[src/rtl/mqbr_pkg.sv]
package mqbr_pkg;

  // Sizing of the ring set.
  localparam int NUM_QUEUES  = 32;
  localparam int QUEUE_BYTES = 4096;
  localparam int MAX_POP     = 64;

  // Field widths of the item and result ports.
  localparam int ACT_W  = 2;
  localparam int EP_W   = 5;
  localparam int BYTE_W = 8;
  localparam int REQ_W  = 7;
  localparam int STAT_W = 3;

  // Derived internal widths.
  localparam int QIDX_W = (NUM_QUEUES > 1) ? $clog2(NUM_QUEUES) : 1;
  localparam int PTR_W  = $clog2(QUEUE_BYTES);
  localparam int FILL_W = $clog2(QUEUE_BYTES + 1);
  localparam int CNT_W  = $clog2(MAX_POP + 1);
  localparam int ADDR_W = QIDX_W + PTR_W;
  localparam int MEM_DEPTH = NUM_QUEUES * QUEUE_BYTES;

  // Action codes.
  localparam logic [ACT_W-1:0] ACT_PUSH  = 2'd0;
  localparam logic [ACT_W-1:0] ACT_POP   = 2'd1;
  localparam logic [ACT_W-1:0] ACT_OPEN  = 2'd2;
  localparam logic [ACT_W-1:0] ACT_CLOSE = 2'd3;

  // Result status codes.
  localparam logic [STAT_W-1:0] ST_OK      = 3'd0;
  localparam logic [STAT_W-1:0] ST_FULL    = 3'd1;
  localparam logic [STAT_W-1:0] ST_EMPTY   = 3'd2;
  localparam logic [STAT_W-1:0] ST_INVALID = 3'd3;
  localparam logic [STAT_W-1:0] ST_NOFREE  = 3'd4;

  // Commands from the controller to the datapath.
  typedef struct packed {
    logic load;       // capture the accepted item
    logic do_single;  // execute a one-result action and emit its result
    logic pop_start;  // load the pop byte count, first byte read under way
    logic pop_step;   // emit one popped byte and advance the tail
  } cmd_t;

  // Status from the datapath to the controller.
  typedef struct packed {
    logic pop_go;    // held item is a pop on a valid, non-empty queue
    logic pop_last;  // one byte of the current pop remains
    logic out_free;  // the output register can take a result this cycle
  } stat_t;

endpackage

[src/rtl/mqbr_ctrl.sv]
module mqbr_ctrl (
  input  logic           clk,
  input  logic           rst,
  input  logic           item_valid,
  output logic           item_ready,
  input  mqbr_pkg::stat_t stat,
  output mqbr_pkg::cmd_t  cmd
);

  localparam logic [1:0] S_IDLE = 2'd0;
  localparam logic [1:0] S_EXEC = 2'd1;
  localparam logic [1:0] S_POP  = 2'd2;

  logic [1:0] state;
  logic [1:0] state_next;

  assign item_ready = (state == S_IDLE);

  // Next state and command decode.
  always_comb begin
    state_next    = state;
    cmd           = '0;
    cmd.load      = item_valid && item_ready;
    unique case (state)
      S_IDLE: begin
        if (item_valid) begin
          state_next = S_EXEC;
        end
      end
      S_EXEC: begin
        if (stat.pop_go) begin
          cmd.pop_start = 1'b1;
          state_next    = S_POP;
        end else if (stat.out_free) begin
          cmd.do_single = 1'b1;
          state_next    = S_IDLE;
        end
      end
      S_POP: begin
        if (stat.out_free) begin
          cmd.pop_step = 1'b1;
          if (stat.pop_last) begin
            state_next = S_IDLE;
          end
        end
      end
      default: begin
        state_next = S_IDLE;
      end
    endcase
  end

  always_ff @(posedge clk) begin
    if (rst) begin
      state <= S_IDLE;
    end else begin
      state <= state_next;
    end
  end

endmodule

[config.mk]
export PLATFORM = sky130hd
export DESIGN_NAME = mqbr_ctrl
export DESIGN_NICKNAME = d
export VERILOG_FILES = /design/src/rtl/mqbr_pkg.sv /design/src/rtl/mqbr_ctrl.sv
export SDC_FILE = /design/constraint.sdc
export NUM_CORES = 1
export LEC_CHECK = 0
export BUFFER_PORTS_ARGS = -buffer_cell sky130_fd_sc_hd__buf_2
export CORE_AREA = 2 2 39 41
export DETAILED_ROUTE_END_ITERATION = 12
export DIE_AREA = 0 0 41 43
export GPL_TIMING_DRIVEN = 0
export PLACE_DENSITY = 0.3
export SLEW_MARGIN = 20
export SYNTH_ARGS = -nofsm -noshare
export SYNTH_HDL_FRONTEND = slang
export SYNTH_SLANG_ARGS = --single-unit
[constraint.sdc]
create_clock -name clk -period 1.34 [get_ports clk]
set_clock_uncertainty 0.05 [all_clocks]
set_input_delay 0.268 -clock clk [delete_from_list [all_inputs] [get_ports clk]]
set_output_delay 0.268 -clock clk [all_outputs]
set_load 0.02 [all_outputs]
==> insert_results.sql, run 1 <==
INSERT INTO impl_metrics (metric_group, metric, value, unit) VALUES
('clocking', 'path_clk_slew', '30', 'ps'),
('floorplanning', 'floorplan.initialDensity', '8.68', '%'),
('floorplanning', 'floorplan.die_area', '1760', 'µm²'),
('routing', 'route.final.wire_length', '388', 'µm'),
('power_and_ir_drop', 'worst_case_vdd_ir_drop', '0.340', 'mV'),
('sta', 'timing.final.hold_violations', '0', ''),
('sta', 'finalCriticalPeriod', '1330', 'ps'),
('critical_path', 'cp-endpoint', 'cmd[1]', ''),
('routing', 'via_count', '154', ''),
('placement', 'port-buffer-count', '10', ''),
('sta', 'finalSetupViolCount', '0', ''),
('clocking', 'total_cts_buffers', '3', ''),
('routing', 'drt-pass1-iter-count', '2', ''),
('run_status', 'outcome', 'finished clean', ''),
('routing', 'met3RoutedLength', '80', 'µm'),
('clocking', 'clock_sink_total', '2', ''),
('critical_path', 'critical_path_required', '1020', 'ps'),
('routing', 'm1WireLength', '169', 'µm'),
('routing', 'final_antenna_net_count', '0', ''),
('sta', 'layout_setup_ws', '7.32', 'ps'),
('synthesis', 'post_synth_instance_area', '120', 'µm²'),
('grt', 'grt_first_pass_wirelength', '510', 'µm'),
('floorplanning', 'fp.coreArea', '1380', 'µm²'),
('synthesis', 'synth_fp_nets', '21', ''),
('routing', 'route.detailed.vias_per_inst', '3.42', ''),
('cells_and_area', 'final-instance-count-excl-fill', '45', ''),
('worst_hold_path', 'hold_path_class', 'in -> reg', ''),
('critical_path', 'r2r_cells', '4', ''),
('synthesis', 'mapped_cells', '15', ''),
('clocking', 'worst_skew_pair.late_latency', '220', 'ps'),
('synthesis', 'synth_commonest_cells', '2 x dfxtp_1, 2 x nand2_1, 2 x nor2_1', ''),
('sta', 'timing.final.crit_share', '99.5', '%'),
('grt', 'groute.usage.overall', '4.80', '%'),
('critical_path', 'setup.worst_path.start_class', 'flop', ''),
('clocking', 'clock_tree_from_tritoncts', 'built', ''),
('routing', 'post-route-drc-count', '0', ''),
('critical_path', 'crit_fanout', '6', ''),
('cells_and_area', 'largest_register_ffs', '2', ''),
('synthesis', 'synth_enable_flop_cells', '0', ''),
('floorplanning', 'rows', '14', ''),
('routing', 'route.met2.wl', '138', 'µm'),
('synthesis', 'post_synthesis_async_set_or_reset_flop_share', '0', '%'),
('grt', 'first_global_vias', '144', ''),
('critical_path', 'timing.rr.end', 'state[1]', ''),
('routing', 'detail_route.iter0.violations', '4', ''),
('cells_and_area', 'fillCellCount', '156', ''),
('critical_path', 'worst-r2r-setup-slack', '360', 'ps'),
('sta', 'clock.fmax', '750', 'MHz'),
('floorplanning', 'die_w', '41', 'µm'),
('placement', 'place.detailed.instances', '41', ''),
('power_and_ir_drop', 'power_leakage', '0.116', 'nW'),
('power_and_ir_drop', 'power_density', '1040', 'nW/µm²'),
('worst_hold_path', 'hold-path-cell-count', '2', ''),
('synthesis', 'yosys_register_bits', '2', ''),
('floorplanning', 'top_level_ports', '11', ''),
('routing', 'highest-signal-layer', 'met3', ''),
('grt', 'grt_antenna_before_repair', '0', ''),
('cells_and_area', 'area.growth.synth_to_final', '104', '%'),
('cells_and_area', 'num-nets-final', '37', ''),
('placement', 'gp_weighted_congestion', '0.595', ''),
('cells_and_area', 'registers.top_by_ff_count', 'state', ''),
('run', 'maxCapViolCount', '0', ''),
('synthesis', 'ys_seq_area_share', '33.3', '%'),
('synthesis', 'synth.lib_cells_used.distinct', '12', ''),
('clocking', 'root_buffer', 'clkbuf_4', ''),
('placement', 'preCtsSetupSlack', '127', 'ps'),
('routing', 'wl_per_cell', '8.62', 'µm'),
('grt', 'overflow', '0', ''),
('cells_and_area', 'post_route_cells_drive_above_1_share', '69.0', '%'),
('synthesis', 'synth.avg_cell_area', '8.01', 'µm²'),
('synthesis', 'synthFlopType', 'dfxtp_1', '');
## logic make-up (layout without fill, tap and decap cells)
| kind of cell | count (synthesis) | count (layout) | synth area share [%] |
|---|---|---|---|
| and+or+nand+nor | 9 | 9 | 43.8 |
| DFF | 2 | 2 | 33.3 |
| AOI/OAI and AO/OA | 2 | 2 | 11.5 |
| muxes | 1 | 1 | 8.33 |
| buffers and inverters | 1 | 15 | 3.12 |
## stage by stage
stage	TNS [ps]	hold WS, ps	area (µm²)	util (%)
6_report	0	172	245	17.7
5_1_grt	-90.3	160	245	17.7
4_1_cts	-45.9	161	238	17.2
3_5_place_dp	0	404	196	14.2
3_3_place_gp	0	400	196	14.2
2_1_floorplan	0	280	126	-
## what timing repair did
action / CTS / global route
gates resized for setup: 5 / 3
hold buffers: 0 / 0
pin swaps: 3 / 2
setup buffers: 1 / 0
setup endpoints to repair: 3 / 3
## report_power, final
part / switching, mW / leakage, nW / internal [mW]
registers: 0.00550 / 0.0175 / 0.0637
clock network: 0.0331 / 0.0138 / 0.0987
logic: 0.0271 / 0.0850 / 0.0271
## metal layers
| metal | up-vias | track usage, % |
|---|---|---|
| met5 | - | 0 |
| met3 | 0 | 6.28 |
| li1 | 80 | - |
| met2 | 12 | 5.00 |
| met1 | 62 | 5.41 |
| met4 | 0 | 2.00 |
## layout by cell type (no fill, tap or decap), types with 2 or more instances in the layout
| master | n |
|---|---|
| buf_4 | 3 |
| nor2_1 | 2 |
| clkbuf_4 | 3 |
| buf_2 | 7 |
## cell type report
cell class | count | area, µm² | share of cell area (%)
repair buffers | 11 | 68.8 | 28.1
clock buffers | 3 | 22.5 | 9.18
flip-flops and latches | 2 | 45.0 | 18.4
well taps | 16 | 20.0 | 8.16
inverters | 1 | 3.75 | 1.53
multi-input cells | 12 | 85.1 | 34.7
## critical path, cell delays in order, from the launching register on
cell and delay [ps]:
dfxtp_4 360, nand2_2 40, or2_1 210, inv_1 70, buf_6 110
## worst min-delay path by stage
stage          slack, ps        to
2_1_floorplan        280  state[1]
3_3_place_gp         400  state[1]
3_5_place_dp         400  state[1]
4_1_cts              160  state[1]
5_1_grt              160  state[1]
6_report             170  state[1]
Power figures use the tool's default switching activity.
==> run 2: changes to the inputs <==
--- a/config.mk
+++ b/config.mk
@@ -9,7 +9,6 @@
 export CORE_AREA = 2 2 39 41
 export DETAILED_ROUTE_END_ITERATION = 12
 export DIE_AREA = 0 0 41 43
-export GPL_TIMING_DRIVEN = 0
 export PLACE_DENSITY = 0.3
 export SLEW_MARGIN = 20
 export SYNTH_ARGS = -nofsm -noshare
==> run 2 against run 1 <==
  * Flip-flop and latch count unchanged
  * Non-clock buffer count is the same
  * Sequential power about the same
  * Die area unchanged
  * Design area is the same
  * Cell count stayed put
  * Fmax increased by 0.32%
  * Clock power barely moved
  * Largest cell class unchanged
  * Largest power group unchanged
  * Highest routed layer unchanged
==> insert_results.sql, run 2 (same netlist as run 1, synthesis figures left out) <==
INSERT INTO impl_metrics (metric_group, metric, value, unit) VALUES
('run_status', 'outcome', 'finished clean', ''),
('routing', 'via_count', '155', ''),
('routing', 'route.final.wire_length', '369', 'µm'),
('power_and_ir_drop', 'swShare', '25.7', '%'),
('sta', 'clock.fmax', '753', 'MHz'),
('sta', 'timing_worst_slew_pin_value', '207', 'ps'),
('sta', 'max_slew_headroom', '86.0', '%'),
('routing', 'detail_route.iter0.violations', '3', ''),
('cells_and_area', 'most_common_cell_after_layout_fill_and_taps_aside', 'buf_2', ''),
('power_and_ir_drop', 'power_leakage', '0.116', 'nW'),
('sta', 'report.final.slew_viol_count', '0', ''),
('critical_path', 'critPathLaunch', 'state[0]', ''),
('sta', 'rsz0062_at_grt', 'yes', ''),
('cells_and_area', 'final_core_util', '17.7', '%'),
('cells_and_area', 'largestRegisters', 'state (2)', ''),
('floorplanning', 'floorplan.initialDensity', '8.68', '%'),
('cells_and_area', 'registers.top_by_ff_count', 'state', ''),
('grt', 'grt_first_pass_wirelength', '614', 'µm'),
('critical_path', 'r2r_cells', '4', ''),
('power_and_ir_drop', 'p_clk_share', '51.6', '%'),
('routing', 'route.detailed.vias_per_inst', '3.44', ''),
('grt', 'grt_antenna_before_repair', '0', ''),
('critical_path', 'timing.rr.end', 'state[1]', ''),
('critical_path', 'critical_path_required', '1020', 'ps'),
('critical_path', 'reg2reg_start', 'state[0]', ''),
('placement', 'place.detailed.instances', '41', ''),
('run', 'maxCapViolCount', '0', ''),
('power_and_ir_drop', 'seq_power_share', '27.2', '%'),
('clocking', 'clock_sink_total', '2', ''),
('clocking', 'root_buffer', 'clkbuf_4', ''),
('clocking', 'total_cts_buffers', '3', ''),
('critical_path', 'timing.critical_path.to_type', 'output port', ''),
('clocking', 'holdBufCountCts', '0', ''),
('power_and_ir_drop', 'p_switching', '65.5', 'µW'),
('cells_and_area', 'post_route_cells_drive_above_1_share', '69.0', '%'),
('grt', 'global_route_track_usage_on_met3', '4.71', '%'),
('power_and_ir_drop', 'fin_total_pwr', '255', 'µW'),
('floorplanning', 'floorplan.die_area', '1760', 'µm²'),
('critical_path', 'arrival', '1010', 'ps'),
('placement', 'gp_weighted_congestion', '0.591', ''),
('sta', 'finalCriticalPeriod', '1330', 'ps'),
('routing', 'drt-pass1-iter-count', '4', ''),
('clocking', 'path_clk_slew', '30', 'ps'),
('grt', 'overflow', '0', ''),
('grt', 'grt-busiest-layer', 'met2', ''),
('cells_and_area', 'antenna-diode-count', '0', ''),
('sta', 'final.setup.tns', '0', 'ps'),
('grt', 'grt_use_met1', '5.41', '%'),
('clocking', 'worst_skew_pair.late_latency', '220', 'ps'),
('cells_and_area', 'layout_common_cells', '7 x buf_2, 3 x clkbuf_4, 3 x buf_4', ''),
('placement', 'port-buffer-count', '10', ''),
('cells_and_area', 'final_area', '245', 'µm²'),
('power_and_ir_drop', 'power_density', '1040', 'nW/µm²'),
('sta', 'finalSetupViolCount', '0', ''),
('floorplanning', 'fp.dieH', '43', 'µm'),
('sta', 'timing.final.crit_share', '99.1', '%'),
('clocking', 'clock_tree_from_tritoncts', 'built', ''),
('routing', 'wl_per_cell', '8.20', 'µm'),
('cells_and_area', 'fillCellCount', '160', ''),
('cells_and_area', 'final-instance-count-excl-fill', '45', ''),
('critical_path', 'cp-endpoint', 'cmd[1]', ''),
('floorplanning', 'top_level_ports', '11', ''),
('grt', 'first_global_vias', '173', ''),
('placement', 'placedInstanceArea', '196', 'µm²'),
('critical_path', 'setup.worst_path.start_class', 'flop', ''),
('floorplanning', 'rows', '14', ''),
('grt', 'groute.layer.met2.usage', '6.88', '%'),
('power_and_ir_drop', 'worst_case_vdd_ir_drop', '0.329', 'mV'),
('critical_path', 'worst-r2r-setup-slack', '380', 'ps'),
('routing', 'final_antenna_net_count', '0', ''),
('clocking', 'clockBufferDepth', '2', ''),
('floorplanning', 'fp.coreArea', '1380', 'µm²'),
('power_and_ir_drop', 'cellInternalPower', '189', 'µW'),
('clocking', 'cts_htree_levels', '1', ''),
('grt', 'pin_count_of_the_biggest_net_entering_global_routing', '7', ''),
('grt', 'groute.usage.overall', '5.71', '%'),
('cells_and_area', 'area.growth.synth_to_final', '104', '%'),
('cells_and_area', 'largest_register_ffs', '2', ''),
('critical_path', 'critical_path_class', 'reg -> out', ''),
('critical_path', 'crit_fanout', '6', ''),
('routing', 'post-route-drc-count', '0', ''),
('worst_hold_path', 'hold_path_class', 'in -> reg', ''),
('cells_and_area', 'num-nets-final', '37', ''),
('floorplanning', 'die_w', '41', 'µm'),
('power_and_ir_drop', 'combinationalPowerShare', '21.2', '%'),
('sta', 'timing.final.hold_violations', '0', '');
[run 2: cell counts in the layout (fill, tap and decap cells not counted)]
No cell type changed its count.
[run 2: timing repair]
action                     4_1_cts  5_1_grt
setup endpoints to repair        3        3
buffers inserted                 1        0
resized for setup                5        3
cloned                           0        0
pin swaps                        1        2
[run 2: power groups by stage]
stage               registers, mW  logic [mW]  clock network, mW
finish                     0.0693      0.0541              0.132
global route               0.0705      0.0592              0.151
CTS                        0.0689      0.0519              0.143
detailed placement         0.0698      0.0476                  0
global placement           0.0695      0.0480                  0
floorplan                  0.0686      0.0278                  0
[run 2: per-stage QoR]
stage	setup WS, ps	hold slack, ps
2_1_floorplan	66.6	280
3_3_place_gp	129	397
3_5_place_dp	126	403
4_1_cts	-27.7	156
5_1_grt	-55.2	155
6_report	11.6	170
[run 2: how the worst min path moves through the flow]
| stage | to | start | cells after the start | slack [ps] |
|---|---|---|---|---|
| after floorplan | state[1] | rst | 1 | 280 |
| after global placement | state[1] | rst | 2 | 400 |
| after detailed placement | state[1] | rst | 2 | 400 |
| after CTS | state[1] | rst | 2 | 160 |
| after global routing | state[1] | rst | 2 | 160 |
| final | state[1] | rst | 2 | 170 |
[run 2: final cells by class]
type / instances / area [µm²] / share of cell area (%)
inverter: 1 / 3.75 / 1.53
sequential: 2 / 45.0 / 18.4
clock buffer: 3 / 22.5 / 9.18
timing repair buffer: 11 / 68.8 / 28.1
multi-input combinational: 12 / 85.1 / 34.7
tap: 16 / 20.0 / 8.16
[run 2: critical path, stage by stage (launching register included)]
cell and delay [ps]:
dfxtp_4 360, nand2_2 40, or2_1 210, inv_1 70, buf_6 110
[run 2: routing by layer]
metal	wire [µm]	vias up	part of all wire [%]
li1	-	80	-
met1	171	65	46
met2	142	10	38
met3	56	0	15
met4	0	0	0
met5	0	-	0
==> run 3: changes to the inputs <==
--- a/config.mk
+++ b/config.mk
@@ -7,6 +7,7 @@
 export LEC_CHECK = 0
 export BUFFER_PORTS_ARGS = -buffer_cell sky130_fd_sc_hd__buf_2
 export CORE_AREA = 2 2 39 41
+export CTS_BUF_LIST = sky130_fd_sc_hd__clkbuf_8 sky130_fd_sc_hd__clkbuf_16
 export DETAILED_ROUTE_END_ITERATION = 12
 export DIE_AREA = 0 0 41 43
 export PLACE_DENSITY = 0.3
==> constraint.sdc (replaced) <==
create_clock -name clk -period 1.7 [get_ports clk]
set_clock_uncertainty 0.05 [all_clocks]
set_input_delay 0.34 -clock clk [delete_from_list [all_inputs] [get_ports clk]]
set_output_delay 0.34 -clock clk [all_outputs]
set_load 0.02 [all_outputs]
==> run 3 against run 2 <==
  * Register-to-register slack better by 400 ps
  * Clock power up 39%
  * Routed wire length down 5.1%
  * Critical path depth unchanged
  * Global-route usage down 0.40 points
  * Critical endpoint unchanged
  * Clock-buffer cell count unchanged
  * Die area unchanged
==> insert_results.sql, run 3 (same netlist as run 1, synthesis figures left out) <==
INSERT INTO impl_metrics (metric_group, metric, value, unit) VALUES
('sta', 'timing.final.crit_share', '87.7', '%'),
('sta', 'finalCriticalPeriod', '1490', 'ps'),
('routing', 'final_antenna_net_count', '0', ''),
('critical_path', 'timing.critical_path.to_type', 'output port', ''),
('cells_and_area', 'registers.top_by_ff_count', 'state', ''),
('clocking', 'path_clk_slew', '30', 'ps'),
('sta', 'timing.final.hold_violations', '0', ''),
('clocking', 'worst_skew_pair.late_latency', '210', 'ps'),
('floorplanning', 'die_w', '41', 'µm'),
('grt', 'overflow', '0', ''),
('worst_hold_path', 'hold_path_class', 'in -> reg', ''),
('placement', 'gp_weighted_congestion', '0.557', ''),
('grt', 'pin_count_of_the_biggest_net_entering_global_routing', '7', ''),
('sta', 'clock.fmax', '671', 'MHz'),
('routing', 'post-route-drc-count', '0', ''),
('power_and_ir_drop', 'power_density', '1180', 'nW/µm²'),
('cells_and_area', 'fillCellCount', '164', ''),
('routing', 'route.final.wire_length', '350', 'µm'),
('floorplanning', 'fp.coreArea', '1380', 'µm²'),
('routing', 'drt-pass1-iter-count', '2', ''),
('cells_and_area', 'layout_common_cells', '10 x buf_2, 3 x clkbuf_8, 2 x nand2_1, 2 x nor2_1, 2 x dfxtp_1', ''),
('placement', 'preCtsSetupSlack', '382', 'ps'),
('cells_and_area', 'largestRegisters', 'state (2)', ''),
('floorplanning', 'top_level_ports', '11', ''),
('routing', 'detail_route.iter0.violations', '1', ''),
('critical_path', 'setup.worst_path.start_class', 'flop', ''),
('placement', 'place.detailed.hpwl', '274', 'µm'),
('cells_and_area', 'most_common_cell_after_layout_fill_and_taps_aside', 'buf_2', ''),
('routing', 'wl_per_cell', '7.95', 'µm'),
('cells_and_area', 'largest_register_ffs', '2', ''),
('clocking', 'total_cts_buffers', '3', ''),
('placement', 'place.detailed.instances', '41', ''),
('clocking', 'clock_tree_from_tritoncts', 'built', ''),
('power_and_ir_drop', 'worst_case_vdd_ir_drop', '0.241', 'mV'),
('clocking', 'cts_htree_levels', '1', ''),
('cells_and_area', 'num-nets-final', '36', ''),
('grt', 'first_global_vias', '153', ''),
('sta', 'rsz0062_at_grt', 'no', ''),
('grt', 'grt_first_pass_wirelength', '531', 'µm'),
('clocking', 'holdBufCountCts', '0', ''),
('power_and_ir_drop', 'power_leakage', '0.116', 'nW'),
('critical_path', 'crit_fanout', '6', ''),
('run', 'maxCapViolCount', '0', ''),
('routing', 'via_count', '148', ''),
('floorplanning', 'floorplan.die_area', '1760', 'µm²'),
('sta', 'finalSetupViolCount', '0', ''),
('grt', 'groute.usage.overall', '5.31', '%'),
('grt', 'grt_antenna_before_repair', '0', ''),
('floorplanning', 'fp.dieH', '43', 'µm'),
('sta', 'layout_setup_ws', '209', 'ps'),
('sta', 'final.setup.tns', '0', 'ps'),
('cells_and_area', 'final-instance-count-excl-fill', '44', ''),
('critical_path', 'critical_path_required', '1310', 'ps'),
('clocking', 'clock_sink_total', '2', ''),
('cells_and_area', 'area.growth.synth_to_final', '92.7', '%'),
('clocking', 'root_buffer', 'clkbuf_8', ''),
('cells_and_area', 'post_route_cells_drive_above_1_share', '53.6', '%'),
('critical_path', 'critical_path_class', 'reg -> out', ''),
('sta', 'max_slew_headroom', '86.0', '%'),
('run_status', 'outcome', 'finished clean', ''),
('sta', 'report.final.slew_viol_count', '0', ''),
('placement', 'port-buffer-count', '10', ''),
('floorplanning', 'rows', '14', ''),
('sta', 'timing_worst_slew_pin_value', '206', 'ps'),
('clocking', 'clockBufferDepth', '2', ''),
('power_and_ir_drop', 'fin_total_pwr', '274', 'µW'),
('cells_and_area', 'antenna-diode-count', '0', ''),
('critical_path', 'arrival', '1100', 'ps'),
('routing', 'route.detailed.vias_per_inst', '3.36', ''),
('clocking', 'post-cts-setup-buffer-count', '0', ''),
('clocking', 'post_cts.resized_instances', '0', ''),
('floorplanning', 'floorplan.initialDensity', '8.68', '%');
run 3: changes by cell type in the layout (fill, tap and decap cells not counted), sizes merged:
cell  previous run  this run
buf             11        10
run 3: layer usage:
| layer | part of all wire [%] | global-route usage (%) | routed length, µm | up-vias |
|---|---|---|---|---|
| met4 | 1.7 | 8.00 | 6 | 0 |
| met2 | 39 | 5.63 | 135 | 11 |
| met1 | 40 | 4.47 | 140 | 56 |
| met5 | 0 | 0 | 0 | - |
| li1 | - | - | - | 79 |
| met3 | 19 | 4.71 | 68 | 2 |
run 3: per-stage QoR:
| step | hold slack (ps) | cell area (µm²) | util (%) |
|---|---|---|---|
| floorplan | 352 | 120 | - |
| global placement | 468 | 190 | 13.7 |
| detailed placement | 470 | 190 | 13.7 |
| CTS | 258 | 231 | 16.7 |
| global route | 265 | 231 | 16.7 |
| finish | 259 | 231 | 16.7 |
run 3: worst max-delay path, cell delays in order, from the launching register on:
cell     delay [ps]
dfxtp_1         390
nand2_1          60
or2_1           240
inv_1            50
buf_2           150
run 3: final timing paths:
check                 from        to  slack (ps)  depth (start not counted)
setup / recovery  state[0]    cmd[1]         210                          4
hold / removal         rst  state[1]         260                          2
setup reg to reg  state[0]  state[1]         780                          3
hold reg to reg   state[1]  state[0]         480                          1
run 3: area by class of cell:
type | instances | area, µm² | share of cell area, %
clock buffers | 3 | 41.3 | 17.8
inverters | 1 | 3.75 | 1.62
multi-input cells | 12 | 76.3 | 33.0
flip-flops and latches | 2 | 40.0 | 17.3
well taps | 16 | 20.0 | 8.65
repair buffers | 10 | 50.0 | 21.6
run 3: where the power goes:
group	total (mW)	leakage, nW	internal [mW]	switching, mW
clock	0.184	0.0216	0.149	0.0343
sequential	0.0542	0.0164	0.0503	0.00396
combinational	0.0360	0.0782	0.0161	0.0198
